[config.mk]
export PLATFORM = sky130hd
export DESIGN_NAME = binomial_coefficient_unit
export DESIGN_NICKNAME = d
export VERILOG_FILES = /design/src/rtl/core/bcu_pkg.sv /design/src/rtl/core/binomial_coefficient_unit.sv
export SDC_FILE = /design/constraint.sdc
export NUM_CORES = 1
export LEC_CHECK = 0
export ABC_AREA = 1
export BUFFER_PORTS_ARGS = -buffer_cell sky130_fd_sc_hd__buf_2
export CORE_ASPECT_RATIO = 1.1
export CORE_MARGIN = 2
export CORE_UTILIZATION = 40
export DETAILED_ROUTE_END_ITERATION = 6
export PLACE_DENSITY = 0.56
export SYNTH_ARGS = -nofsm -noshare
export SYNTH_HDL_FRONTEND = slang
export SYNTH_SLANG_ARGS = --single-unit
[constraint.sdc]
create_clock -name clk -period 7 [get_ports clk]
set_input_delay 1.4 -clock clk [delete_from_list [all_inputs] [get_ports clk]]
set_output_delay 1.4 -clock clk [all_outputs]
set_load 0.01 [all_outputs]
[src/rtl/core/bcu_pkg.sv]
// Shared constants and types for the binomial coefficient unit.
package bcu_pkg;

  localparam int unsigned MAX_N     = 61;
  localparam int unsigned IN_W      = 8;   // width of n_total and k_chosen
  localparam int unsigned N_W       = 6;   // width of an accepted n (0..MAX_N)
  localparam int unsigned K_W       = 5;   // width of min(k, n-k)
  localparam int unsigned ACC_W     = 64;  // running product
  localparam int unsigned COEF_W    = 63;
  localparam int unsigned S_DATA_W  = 16;
  localparam int unsigned M_DATA_W  = 64;
  localparam int unsigned BIT_CNT_W = 3;   // indexes the N_W bits of a factor
  localparam int unsigned DIV_CNT_W = 6;   // indexes the ACC_W dividend bits

  typedef enum logic [1:0] {
    ST_OK   = 2'd0,
    ST_NEG  = 2'd1,
    ST_OVER = 2'd2
  } status_t;

endpackage

[src/rtl/core/binomial_coefficient_unit.sv]
// Binomial coefficient unit: bit-serial multiply and exact divide sequencer.
//
// Usage: present n_total in s_tdata[7:0] and k_chosen in s_tdata[15:8] with
// s_tvalid; the transaction is taken when s_tready is high. One result
// transaction follows on the master side: C(n,k) in m_tdata and a status
// code in m_tuser (0 ok, 1 negative operand, 2 n above 61).
// Errors and k > n give a zero coefficient.
// Sequence: a trivial case (error, k > n, min(k, n-k) = 0) skips the rounds
// and goes straight to the done state. Otherwise the unit runs min(k, n-k)
// rounds: a shift-add multiply by (n-k+i), one multiplier bit per cycle,
// then a restoring division by i, one quotient bit per cycle. Worst case is
// 30 rounds. One item is in work at a time; s_tready is high only while the
// sequencer is idle.
// The result sits in an output register: a stalled receiver (m_tready low)
// holds m_tvalid and the payload, and the unit may already accept and work
// on the next item; it waits to deliver until the register is free.
// Reset (rst, synchronous) returns the sequencer to idle and drops m_tvalid.
module binomial_coefficient_unit
  import bcu_pkg::*;
(
  input  logic                clk,
  input  logic                rst,
  input  logic                s_tvalid,
  output logic                s_tready,
  input  logic [S_DATA_W-1:0] s_tdata,   // [7:0] n_total, [15:8] k_chosen
  output logic                m_tvalid,
  input  logic                m_tready,
  output logic [M_DATA_W-1:0] m_tdata,   // [62:0] coefficient, [63] zero
  output logic [1:0]          m_tuser    // [1:0] status
);

  typedef enum logic [2:0] {
    S_IDLE,
    S_MUL,
    S_DIV,
    S_DONE
  } state_t;

  state_t                 state;
  logic [ACC_W-1:0]       acc;
  logic [ACC_W-1:0]       work;
  logic [N_W-1:0]         mult;
  logic [N_W-1:0]         n_val;
  logic [K_W-1:0]         k_min;
  logic [K_W-1:0]         idx;
  logic [BIT_CNT_W-1:0]   bit_cnt;
  logic [DIV_CNT_W-1:0]   div_cnt;
  logic [K_W-1:0]         rem;
  status_t                status;
  logic [COEF_W-1:0]      coef_out;
  status_t                status_out;

  // Input decode
  logic [IN_W-1:0] n_in;
  logic [IN_W-1:0] k_in;
  logic            neg;
  logic            over;
  logic            k_gt_n;
  logic [N_W-1:0]  n_minus_k;
  logic [K_W-1:0]  k_min_in;

  assign n_in      = s_tdata[IN_W-1:0];
  assign k_in      = s_tdata[2*IN_W-1:IN_W];
  assign neg       = n_in[IN_W-1] | k_in[IN_W-1];
  assign over      = n_in[IN_W-2:0] > (IN_W-1)'(MAX_N);
  assign k_gt_n    = k_in[IN_W-2:0] > n_in[IN_W-2:0];
  assign n_minus_k = n_in[N_W-1:0] - k_in[N_W-1:0];
  assign k_min_in  = (k_in[N_W-1:0] > n_minus_k) ? n_minus_k[K_W-1:0] : k_in[K_W-1:0];

  // Datapath steps
  logic [ACC_W-1:0] mul_next;
  logic [K_W:0]     trial;
  logic             q_bit;
  logic [K_W-1:0]   rem_next;
  logic [ACC_W-1:0] quot_next;
  logic [K_W-1:0]   idx_inc;
  logic [N_W-1:0]   mult_next;
  logic             out_free;

  assign mul_next  = {work[ACC_W-2:0], 1'b0} + (mult[bit_cnt] ? acc : '0);
  assign trial     = {rem, work[ACC_W-1]};
  assign q_bit     = trial >= {1'b0, idx};
  assign rem_next  = q_bit ? K_W'(trial - {1'b0, idx}) : trial[K_W-1:0];
  assign quot_next = {work[ACC_W-2:0], q_bit};
  assign idx_inc   = idx + K_W'(1);
  assign mult_next = n_val - {1'b0, k_min} + {1'b0, idx_inc};
  assign out_free  = !m_tvalid || m_tready;

  assign s_tready = (state == S_IDLE);
  assign m_tdata  = {1'b0, coef_out};
  assign m_tuser  = status_out;

  always_ff @(posedge clk) begin
    if (rst) begin
      state    <= S_IDLE;
      m_tvalid <= 1'b0;
    end else begin
      if (state == S_DONE && out_free) begin
        m_tvalid <= 1'b1;
      end else if (m_tvalid && m_tready) begin
        m_tvalid <= 1'b0;
      end
      case (state)
        S_IDLE: begin
          if (s_tvalid) begin
            n_val <= n_in[N_W-1:0];
            k_min <= k_min_in;
            idx   <= K_W'(1);
            work  <= '0;
            bit_cnt <= BIT_CNT_W'(N_W - 1);
            mult  <= n_in[N_W-1:0] - {1'b0, k_min_in} + N_W'(1);
            if (neg) begin
              status <= ST_NEG;
              acc    <= '0;
              state  <= S_DONE;
            end else if (over) begin
              status <= ST_OVER;
              acc    <= '0;
              state  <= S_DONE;
            end else if (k_gt_n) begin
              status <= ST_OK;
              acc    <= '0;
              state  <= S_DONE;
            end else begin
              status <= ST_OK;
              acc    <= ACC_W'(1);
              state  <= (k_min_in == '0) ? S_DONE : S_MUL;
            end
          end
        end
        S_MUL: begin
          // MSB-first shift-add of acc times mult
          work <= mul_next;
          if (bit_cnt == '0) begin
            div_cnt <= DIV_CNT_W'(ACC_W - 1);
            rem     <= '0;
            state   <= S_DIV;
          end else begin
            bit_cnt <= bit_cnt - BIT_CNT_W'(1);
          end
        end
        S_DIV: begin
          // restoring division by idx, quotient shifts in behind the dividend
          rem  <= rem_next;
          if (div_cnt == '0) begin
            acc <= quot_next;
            if (idx == k_min) begin
              state <= S_DONE;
            end else begin
              idx     <= idx_inc;
              mult    <= mult_next;
              work    <= '0;
              bit_cnt <= BIT_CNT_W'(N_W - 1);
              state   <= S_MUL;
            end
          end else begin
            work    <= quot_next;
            div_cnt <= div_cnt - DIV_CNT_W'(1);
          end
        end
        S_DONE: begin
          if (out_free) begin
            coef_out   <= acc[COEF_W-1:0];
            status_out <= status;
            state      <= S_IDLE;
          end
        end
        default: begin
          state <= S_IDLE;
        end
      endcase
    end
  end

endmodule

-- Word level (Yosys, flattened, before mapping)
Cells that the tools add are included.
- register bits: 235
- output and inout bits: 68
- logic and storage cells: 110
- add/sub/neg operators: 10
- magnitude comparators: 5
- equal/unequal tests: 12
- muxes and demuxes: 46
- bitwise gates (word level): 2
- reduce and logical (&&, ||, !) cells: 21
- operator list (kind ; number):
    64-bit 2-to-1 mux ; 6
    64-bit one-hot mux with 3 select lines ; 1
    64-bit one-hot mux with 2 select lines ; 1
    64-bit adder ; 1
    5-bit 2-to-1 mux ; 6
    6-bit 2-to-1 mux ; 5
    3-bit 2-to-1 mux ; 8
    6-bit one-hot mux with 2 select lines ; 2
    5-bit one-hot mux with 2 select lines ; 2
    4-bit AND reduction ; 4
    2-bit inequality test, second input constant ; 7
    2-bit 2-to-1 mux ; 6
    3-bit one-hot mux with 4 select lines ; 1
    6-bit by 5-bit subtractor with 6-bit output ; 2
    3-bit one-hot mux with 3 select lines ; 1
    3-bit AND reduction ; 3
    7-bit by 6-bit > comparator with 1-bit output, second input constant ; 1
    7-bit > comparator ; 1
    6-bit by 1-bit adder with 6-bit output, second input constant ; 1
    6-bit by 5-bit adder with 6-bit output ; 1
    3-bit by 2-bit == test with 1-bit output, second input constant ; 2
    6-bit by 5-bit greater-or-equal comparator with 1-bit output ; 1
    6-bit > comparator ; 1
    3-bit logical NOT ; 2
    22 further kinds ; 30

-- Logic depth before layout (Yosys ltp)
Gate-level depths: netlist of the first run.
- depth after elaboration: 10
- mapped depth: 29
- mapped depth without buffers: 29

-- Worst setup path after synthesis of the first run
No wires, ideal clock.
- kind: input to register
- start point: input rst
- end point: register coef_out[0], enable pin
- setup time: 568 ps
- data arrival time: 6056 ps
- data required time: 6432 ps
- path slack: 376 ps
- stages on the path: 2
- path buffers: 1
- path through: clkbuf_1 > nor3_1
- word-level cells in the longest chain between the ends: 2
- RTL lines (element ; RTL line ; RTL):
    start, declared ; binomial_coefficient_unit.sv:22 ; input logic rst,
    1-bit inverter (no source line) ; n/a ;
    3-bit AND reduction (no source line) ; n/a ;
    end signal, assigned ; binomial_coefficient_unit.sv:163 ; coef_out <= acc[COEF_W-1:0];
    end, declared ; binomial_coefficient_unit.sv:50 ; logic [COEF_W-1:0] coef_out;
No other way between the ends.
A chain may end at the register's enable or synchronous reset.

-- Worst setup path after layout of the first run
- start point: input s_tdata[2]
- end point: register mult[5] (data pin)
- word-level cells in the longest chain between the ends: 7
- RTL lines (element ; RTL line ; RTL):
    start, declared ; binomial_coefficient_unit.sv:25 ; input logic [S_DATA_W-1:0] s_tdata,
    6-bit subtractor ; binomial_coefficient_unit.sv:67 ; assign n_minus_k = n_in[N_W-1:0] - k_in[N_W-1:0];
    6-bit > comparator ; binomial_coefficient_unit.sv:68 ; assign k_min_in = (k_in[N_W-1:0] > n_minus_k) ? n_minus_k[K_W-1:0] : k_in[K_W-1:0];
    5-bit 2-to-1 mux ; binomial_coefficient_unit.sv:68 ;
    net k_min_in[1] ; binomial_coefficient_unit.sv:60 ; logic [K_W-1:0] k_min_in;
    6-bit by 5-bit subtractor with 6-bit output ; binomial_coefficient_unit.sv:111 ; mult <= n_in[N_W-1:0] - {1'b0, k_min_in} + N_W'(1);
    6-bit by 1-bit adder with 6-bit output ; binomial_coefficient_unit.sv:111 ;
    6-bit 2-to-1 mux ; binomial_coefficient_unit.sv:105 ; if (s_tvalid) begin
    6-bit one-hot mux with 2 select lines ; binomial_coefficient_unit.sv:103 ; case (state)
    end signal, assigned ; binomial_coefficient_unit.sv:111 ;
    end signal, assigned ; binomial_coefficient_unit.sv:151 ; mult <= mult_next;
    end, declared ; binomial_coefficient_unit.sv:42 ; logic [N_W-1:0] mult;
The timed path passes the listed nets, and every way through them passes these cells. The select of a mux whose other input is x is not followed.

==> impl_metrics.toml, run 1 <==
[timing]
rsz0062_at_grt = "false"
tightestPinTransition_ps = 1140
final.min_clock_period_ps = 4990
finalCritPeriodShare_pct = 71.2
fmax_mhz = 201
finClkSkew_ps = 32.0
max_slew_margin_pct = 22.3
fin_ws_ps = 2010
finalHoldViolations = 0
finalSetupTns_ps = 0
maxSlewViolCount = 0
holdWs_ps = 430
setup_viol = 0

[clock_network]
clkLatencyLatePin_ps = 570
ctsResizeCount = 0
clock_sinks = 234
cts_root_buffer = "clkbuf_16"
post-cts-setup-buffer-count = 0
cts-htree-levels = 1
clk_pin_slew_worst_paths_ps = 50
holdBufCountCts = 0
cts_buffers = 27
cts_buffer_depth = 3
cts_tree = "yes"

[floorplan]
initial_core_util_pct = 40.6
die_w_um = 194
ios = 88
die_h_um = 213
die_area_um2 = 41300
num_rows = 76
fp.coreArea_um2 = 39200

[critical_path]
worstSetupPathType = "in2reg"
cp_slowest_stage_delay_ps = 390
end_kind = "flip-flop"
reg2regPathDepth = 20
crit_family = "adder cells"
cp_max_fo = 7
crit_buf_inv = 6
cp.required_ps = 7290
cpMaxStageDelayCell = "ha_1"
r2r_start = "bit_cnt[0]"
start_kind = "primary input"
cp_common_cell = "nand2_1"
cp.arrival_ps = 5270
reg2reg_to = "work[55]"
rrSetupSlack_ps = 2650

[global_routing]
grt_start_max_net_pins = 66
grt.total_usage_pct = 22.3
overflow = 0
grt_pass1_vias = 13200
antenna_found_initial = 0
grt_pass1_wl_um = 72200

[power]
combPwrFrac_pct = 42.9
irDropWorstVdd_mv = 0.563
power.sequential.fraction_pct = 34.6
netSwitchingPower_mw = 2.51
internal_power_mw = 3.49
clkPwrFrac_pct = 22.4
swShare_pct = 41.9
pwr_density_cell_nw_per_um2 = 339
leakage_nw = 8.16

[drt]
dr.first_iter.drc_count = 790
viasPerCell = 4.99
vias = 13300
wl_um = 45800
wl_per_cell_um = 17.2
dr.pass1.iters = 5
ant_nets = 0
post-route-drc-count = 0

[yosys]
syn_area_um2 = 15900
avgSynthCellArea_um2 = 7.74
synth.distinct_cells = 47
async_flop_share_pct = 0
synth-seq-area-share_pct = 44.0
synth-edff-count = 231
synth_ff_type = "edfxtp_1"
synth_nets = 2189
ys_warn_count = 0
netlist_instances = 2053
ys_ff_latch = 234

[placed_design]
gp_congestion = 0.937
numPortBuffers = 86
dp_slack_ps = 1460
place_hpwl_um = 35400
placedInstanceArea_um2 = 16900

[cells_and_area]
final_area_um2 = 17700
fin_util_pct = 45.2
fill_cells = 4093
final_nets = 2272
final_common_cell = "nand2_1"
final_layout_size_suffix_gt1_share_pct = 9.05
area_growth_pct = 11.4
n_antenna_cell = 0
final_cell_mix = "nand2_1, inv_1, edfxtp_1"

[hold_path]
min-delay-start = "status[1]"
min_path_type = "reg2reg"
hold_depth = 0
min_to = "m_tuser[1]"

[status]
status = "finished, final reports clean"

[run]
drv_cap = 0
## state kept, by name, indices dropped and copies added, names as in the netlist, 3 cells and up
signal,flops
work,64
coef_out,63
mult,6
bit_cnt,3
acc,64
rem,5
k_min,5
div_cnt,6
n_val,6
idx,5
## synth_stat cells, drive strengths merged (12+ instances only)
library cell | n | share of area (%)
clkbuf | 29 | 0.69
nand3 | 112 | 3.7
buf | 13 | 0.38
edfxtp | 231 | 44
nand2 | 550 | 13
nor3 | 15 | 0.50
nand3b | 18 | 0.87
a21oi | 192 | 6.0
ha | 107 | 8.4
nor2 | 230 | 5.7
o21bai | 12 | 0.57
or2 | 12 | 0.49
inv | 380 | 9.0
o21ai | 92 | 2.9
## routing by layer
layer,routed length [um],up-vias,global-route usage [%]
li1,-,6795,-
met1,20400,6147,28.4
met2,22400,267,39.8
met3,1790,61,2.32
met4,1290,0,6.95
met5,0,-,0
## cell type report
| cell class | count | area, um2 | share of cell area [%] |
|---|---|---|---|
| sequential | 234 | 7000 | 39.5 |
| clock inverter | 17 | 126 | 0.714 |
| timing repair buffer | 96 | 505 | 2.85 |
| multi-input combinational | 1396 | 7330 | 41.4 |
| tap | 507 | 634 | 3.58 |
| inverter | 381 | 1430 | 8.08 |
| clock buffer | 30 | 687 | 3.88 |
## cell families (layout without fill, tap and decap cells)
kind of cell	count (synthesis)	in the layout	share of synthesized area [%]
AO/OA/AOI/OAI	315	315	10.4
buffers and inverters	423	524	10.1
AND/OR/NAND/NOR	951	951	25.2
XOR/XNOR	13	13	0.717
adder cells (fa/ha/maj)	116	116	9.56
other	1	1	0.0236
flip-flops	234	234	44.0
## how the worst max path moves through the flow
stage                     from     endpoint  slack (ps)  depth (start not counted)
detailed placement  s_tdata[2]      mult[5]        1460                         26
floorplan                  rst  coef_out[0]         380                          2
finish              s_tdata[2]      mult[5]        2010                         26
CTS                 s_tdata[2]      mult[5]        2020                         26
global placement    s_tdata[2]      mult[5]        1460                         26
global route        s_tdata[2]      mult[5]        1610                         27
## through the flow
step	cells	total power, mW
after detailed placement	2614	4.69
final	2661	6.00
after global placement	2614	4.65
after global routing	2661	6.46
after floorplan	2053	3.92
after CTS	2661	6.06
## power groups by stage
stage          combinational [mW]  sequential, mW  clock (mW)
3_3_place_gp                 2.55            2.10           0
4_1_cts                      2.60            2.08        1.38
3_5_place_dp                 2.58            2.11           0
6_report                     2.58            2.08        1.34
5_1_grt                      2.92            2.11        1.44
2_1_floorplan                1.82            2.09           0
Power figures use the tool's default switching activity.
==> inputs of run 2 (changes only) <==
--- a/config.mk
+++ b/config.mk
@@ -11,7 +11,7 @@
 export CORE_MARGIN = 2
 export CORE_UTILIZATION = 40
 export DETAILED_ROUTE_END_ITERATION = 6
-export PLACE_DENSITY = 0.56
+export PLACE_DENSITY = 0.54
 export SYNTH_ARGS = -nofsm -noshare
 export SYNTH_HDL_FRONTEND = slang
 export SYNTH_SLANG_ARGS = --single-unit
==> constraint.sdc (replaced) <==
create_clock -name clk -period 4.9 [get_ports clk]
set_input_delay 0.98 -clock clk [delete_from_list [all_inputs] [get_ports clk]]
set_output_delay 0.98 -clock clk [all_outputs]
set_load 0.01 [all_outputs]
==> impl_metrics.toml, run 2 (same netlist as run 1, synthesis figures left out) <==
[placed_design]
gp_congestion = 0.951
place_hpwl_um = 35000
numPortBuffers = 86
placedCellCount = 2622
dp_slack_ps = -65.8

[cells_and_area]
final_common_cell = "nand2_1"
stdcell_count = 2670
final_nets = 2280
top_regs = "acc (64), work (64), coef_out (63)"
final_layout_size_suffix_gt1_share_pct = 9.71
final_cell_mix = "nand2_1, inv_1, edfxtp_1"
area_growth_pct = 12.3
n_antenna_cell = 0

[clock_network]
holdBufCountCts = 0
cts_root_buffer = "clkbuf_16"
post-cts-setup-buffer-count = 0
cts_buffers = 27
cts_tree = "yes"
clock_sinks = 234
clk_pin_slew_worst_paths_ps = 60
cts_buffer_depth = 3
ctsResizeCount = 0
clkLatencyLatePin_ps = 560
cts-htree-levels = 1

[timing]
finClkSkew_ps = 19.8
final.min_clock_period_ps = 4560
fin_ws_ps = 344
maxSlewViolCount = 0
finalCritPeriodShare_pct = 93.0
fmax_mhz = 220
rsz0062_at_grt = "false"
tightestPinTransition_ps = 1090
max_slew_margin_pct = 25.5
finalHoldViolations = 0
setup_viol = 0

[global_routing]
grt.total_usage_pct = 22.0
grt_start_max_net_pins = 66
grt_pass1_vias = 13300
grt_pass1_wl_um = 71800
overflow = 0
antenna_found_initial = 0

[critical_path]
cp.arrival_ps = 4860
cpMaxStageDelayCell = "a221oi_1"
worstSetupPathType = "in2reg"
reg2regPathDepth = 17
cp_slowest_stage_delay_ps = 410
start_kind = "primary input"
cp.required_ps = 5200
cp_max_fo = 6
cp_common_cell = "nand2_1"
end_kind = "flip-flop"

[floorplan]
num_rows = 76
die_h_um = 213
fp.coreArea_um2 = 39200
die_area_um2 = 41300
die_w_um = 194
ios = 88
initial_core_util_pct = 40.6

[power]
irDropWorstVdd_mv = 0.511
report.power.total_mw = 8.72
pwr_density_cell_nw_per_um2 = 489
leakage_nw = 8.25

[drt]
ant_nets = 0
post-route-drc-count = 0
vias = 13300
wl_um = 45800
dr.first_iter.drc_count = 810
wl_per_cell_um = 17.1
viasPerCell = 5.00
dr.pass1.iters = 5

[hold_path]
min_path_type = "reg2reg"
hold_depth = 0

[status]
status = "finished, final reports clean"

[run]
drv_cap = 0
## run 2: changes by cell type in the layout (fill, tap and decap cells not counted), moves of 2 or more
cell       previous run  this run
bufinv_16             2         4
nor3_2                3         1
clkinv_2              1         5
nor3_4                0         2
buf_4                10        18
clkbuf_1              3         6
clkinv_1             13         4
## run 2: per-stage QoR
step / instance area, um2 / hold WS, ps / util [%] / setup TNS, ps
after detailed placement: 17000 / 407 / 43.3 / -65.8
after floorplan: 15900 / 400 / - / 0
final: 17800 / 417 / 45.6 / 0
after CTS: 17800 / 421 / 45.6 / 0
after global routing: 17800 / 431 / 45.6 / 0
after global placement: 17000 / 403 / 43.3 / 0
## run 2: path summary, 6_finish.rpt
check	from	to	slack, ps
max	s_tdata[2]	mult[5]	340
min reg2reg	status[0]	m_tuser[0]	420
max reg2reg	bit_cnt[0]	work[57]	1030
min	status[0]	m_tuser[0]	420
## run 2: cell type report
class                   instances  area, um2
well taps                     507        634
flip-flops and latches        234       7000
clock inverters                15        183
repair buffers                104        566
inverters                     381       1430
fillers                      4059      21300
multi-input cells            1396       7340
clock buffers                  33        698
## run 2: per-layer routing
metal	vias up	wire length (um)	global-route usage, %
met4	0	1610	7.76
met2	278	21600	38.0
li1	6821	-	-
met1	6160	20500	28.6
met3	87	2080	2.76
met5	-	0	0
## run 2: report_power, final
| group | leakage [nW] | internal (mW) | switching [mW] |
|---|---|---|---|
| sequential | 2.19 | 2.78 | 0.180 |
| clock | 0.434 | 1.22 | 0.836 |
| combinational | 5.62 | 1.11 | 2.59 |
## run 2: critical path, delay by kind of cell
kind                       cells  cell delay (ps)
buffers and inverters          6              410
xor gates and xnor gates       1              130
adders and majority gates      5             1410
and+or+nand+nor               10              950
AOI/OAI and AO/OA              5              980
==> inputs of run 3 (changes only) <==
==> constraint.sdc (replaced) <==
create_clock -name clk -period 4.5 [get_ports clk]
set_input_delay 0.9 -clock clk [delete_from_list [all_inputs] [get_ports clk]]
set_output_delay 0.9 -clock clk [all_outputs]
set_load 0.01 [all_outputs]
==> impl_metrics.toml, run 3 (same netlist as run 1, synthesis figures left out) <==
[critical_path]
crit_buf_inv = 6
cp_max_fo = 3
crit_family = "adder cells"
cp.required_ps = 4810
cp.arrival_ps = 4410
cp_common_cell = "nand2_1"
cpMaxStageDelayCell = "fa_1"
end_kind = "flip-flop"
cp_slowest_stage_delay_ps = 370
worstSetupPathType = "in2reg"
start_kind = "primary input"

[drt]
vias = 13400
dr.first_iter.drc_count = 790
viasPerCell = 4.96
dr.pass1.iters = 7
ant_nets = 0
post-route-drc-count = 0
wl_per_cell_um = 17.2
wl_um = 46700

[clock_network]
cts-htree-levels = 1
clkLatencyLatePin_ps = 600
cts_buffer_depth = 3
cts_root_buffer = "clkbuf_16"
clk_pin_slew_worst_paths_ps = 60
cts_tree = "yes"
post-cts-setup-buffer-count = 0
holdBufCountCts = 0
cts_buffers = 28
clock_sinks = 234

[timing]
final.min_clock_period_ps = 4090
finalCritPeriodShare_pct = 91.0
fmax_mhz = 244
max_slew_margin_pct = 33.2
finalSetupTns_ps = 0
setup_viol = 0
finalHoldViolations = 0
rsz0062_at_grt = "false"
tightestPinTransition_ps = 1000
finClkSkew_ps = 44.5
maxSlewViolCount = 0

[cells_and_area]
fill_cells = 4006
fin_util_pct = 46.3
final_cell_mix = "nand2_1, inv_1, edfxtp_1"
top_regs = "acc (64), work (64), coef_out (63)"
multi_input_area_um2 = 7360
final_nets = 2317
regArea_um2 = 7000
final_common_cell = "nand2_1"
final_layout_size_suffix_gt1_share_pct = 11.3
n_antenna_cell = 0
area_growth_pct = 14.1

[global_routing]
antenna_found_initial = 0
grt_pass1_vias = 13500
grt.total_usage_pct = 22.6
overflow = 0
grt_start_max_net_pins = 80
grt_pass1_wl_um = 73500

[floorplan]
die_area_um2 = 41300
num_rows = 76
fp.coreArea_um2 = 39200
die_h_um = 213
die_w_um = 194
ios = 88
initial_core_util_pct = 40.6

[hold_path]
min_path_type = "reg2reg"

[power]
irDropWorstVdd_mv = 0.557
pwr_density_cell_nw_per_um2 = 526
leakage_nw = 8.40
report.power.total_mw = 9.53

[placed_design]
gp_congestion = 0.937
numPortBuffers = 86
place_hpwl_um = 36100

[run]
drv_cap = 0

[status]
status = "finished, final reports clean"
run 3: changes by cell type in the layout (fill, tap and decap cells not counted), sizes merged:
cell,before,now
clkbuf,33,34
bufinv,4,1
clkinv,10,11
buf,104,140
clkinvlp,0,2
run 3: layer usage:
layer | vias to the layer above | global-route usage (%) | wire, um | part of all wire, %
met3 | 90 | 2.84 | 1790 | 3.8
li1 | 6889 | - | - | -
met2 | 279 | 39.3 | 22200 | 48
met5 | - | 0 | 0 | 0
met4 | 0 | 8.80 | 1840 | 3.9
met1 | 6182 | 28.8 | 20800 | 45
run 3: path summary, 6_finish.rpt:
path | slack (ps) | end | depth (start not counted) | start
worst max register to register | 420 | work[50] | 20 | bit_cnt[0]
worst min-delay path | 420 | m_tuser[0] | 0 | status[0]
worst max-delay path | 410 | mult[5] | 25 | s_tdata[2]
worst min register to register | 420 | m_tuser[0] | 0 | status[0]
run 3: worst register-to-register path, delay by kind of cell, from the launching register on:
kind	cells	cell delay (ps)
AO/OA/AOI/OAI	6	1060
adder cells (fa/ha/maj)	1	350
buffers and inverters	3	900
flip-flops	1	450
AND/OR/NAND/NOR	10	1010
run 3: per-stage QoR:
stage	instance area [um2]	instances	hold WS (ps)	worst slack [ps]
2_1_floorplan	15900	2053	400	-1630
3_3_place_gp	17200	2658	401	-233
3_5_place_dp	17200	2658	406	-254
4_1_cts	18100	2707	421	333
5_1_grt	18100	2707	426	11.4
6_report	18100	2707	423	407
run 3: power by group:
part           switching, mW  internal (mW)
Clock                  0.959           1.21
Sequential             0.193           3.03
Combinational           2.85           1.29
run 3: what timing repair did:
action	4_1_cts	5_1_grt
resized for setup	0	4
endpoints found under the hold margin	0	0
endpoints found under the setup margin	0	1
run 3: final cells by class:
type	instances	area share [%]
Inverter	381	7.89
Tap cell	507	3.50
Sequential cell	234	38.6
Clock buffer	34	3.99
Timing Repair Buffer	140	4.68
Clock inverter	15	0.752
Multi-Input combinational cell	1396	40.6
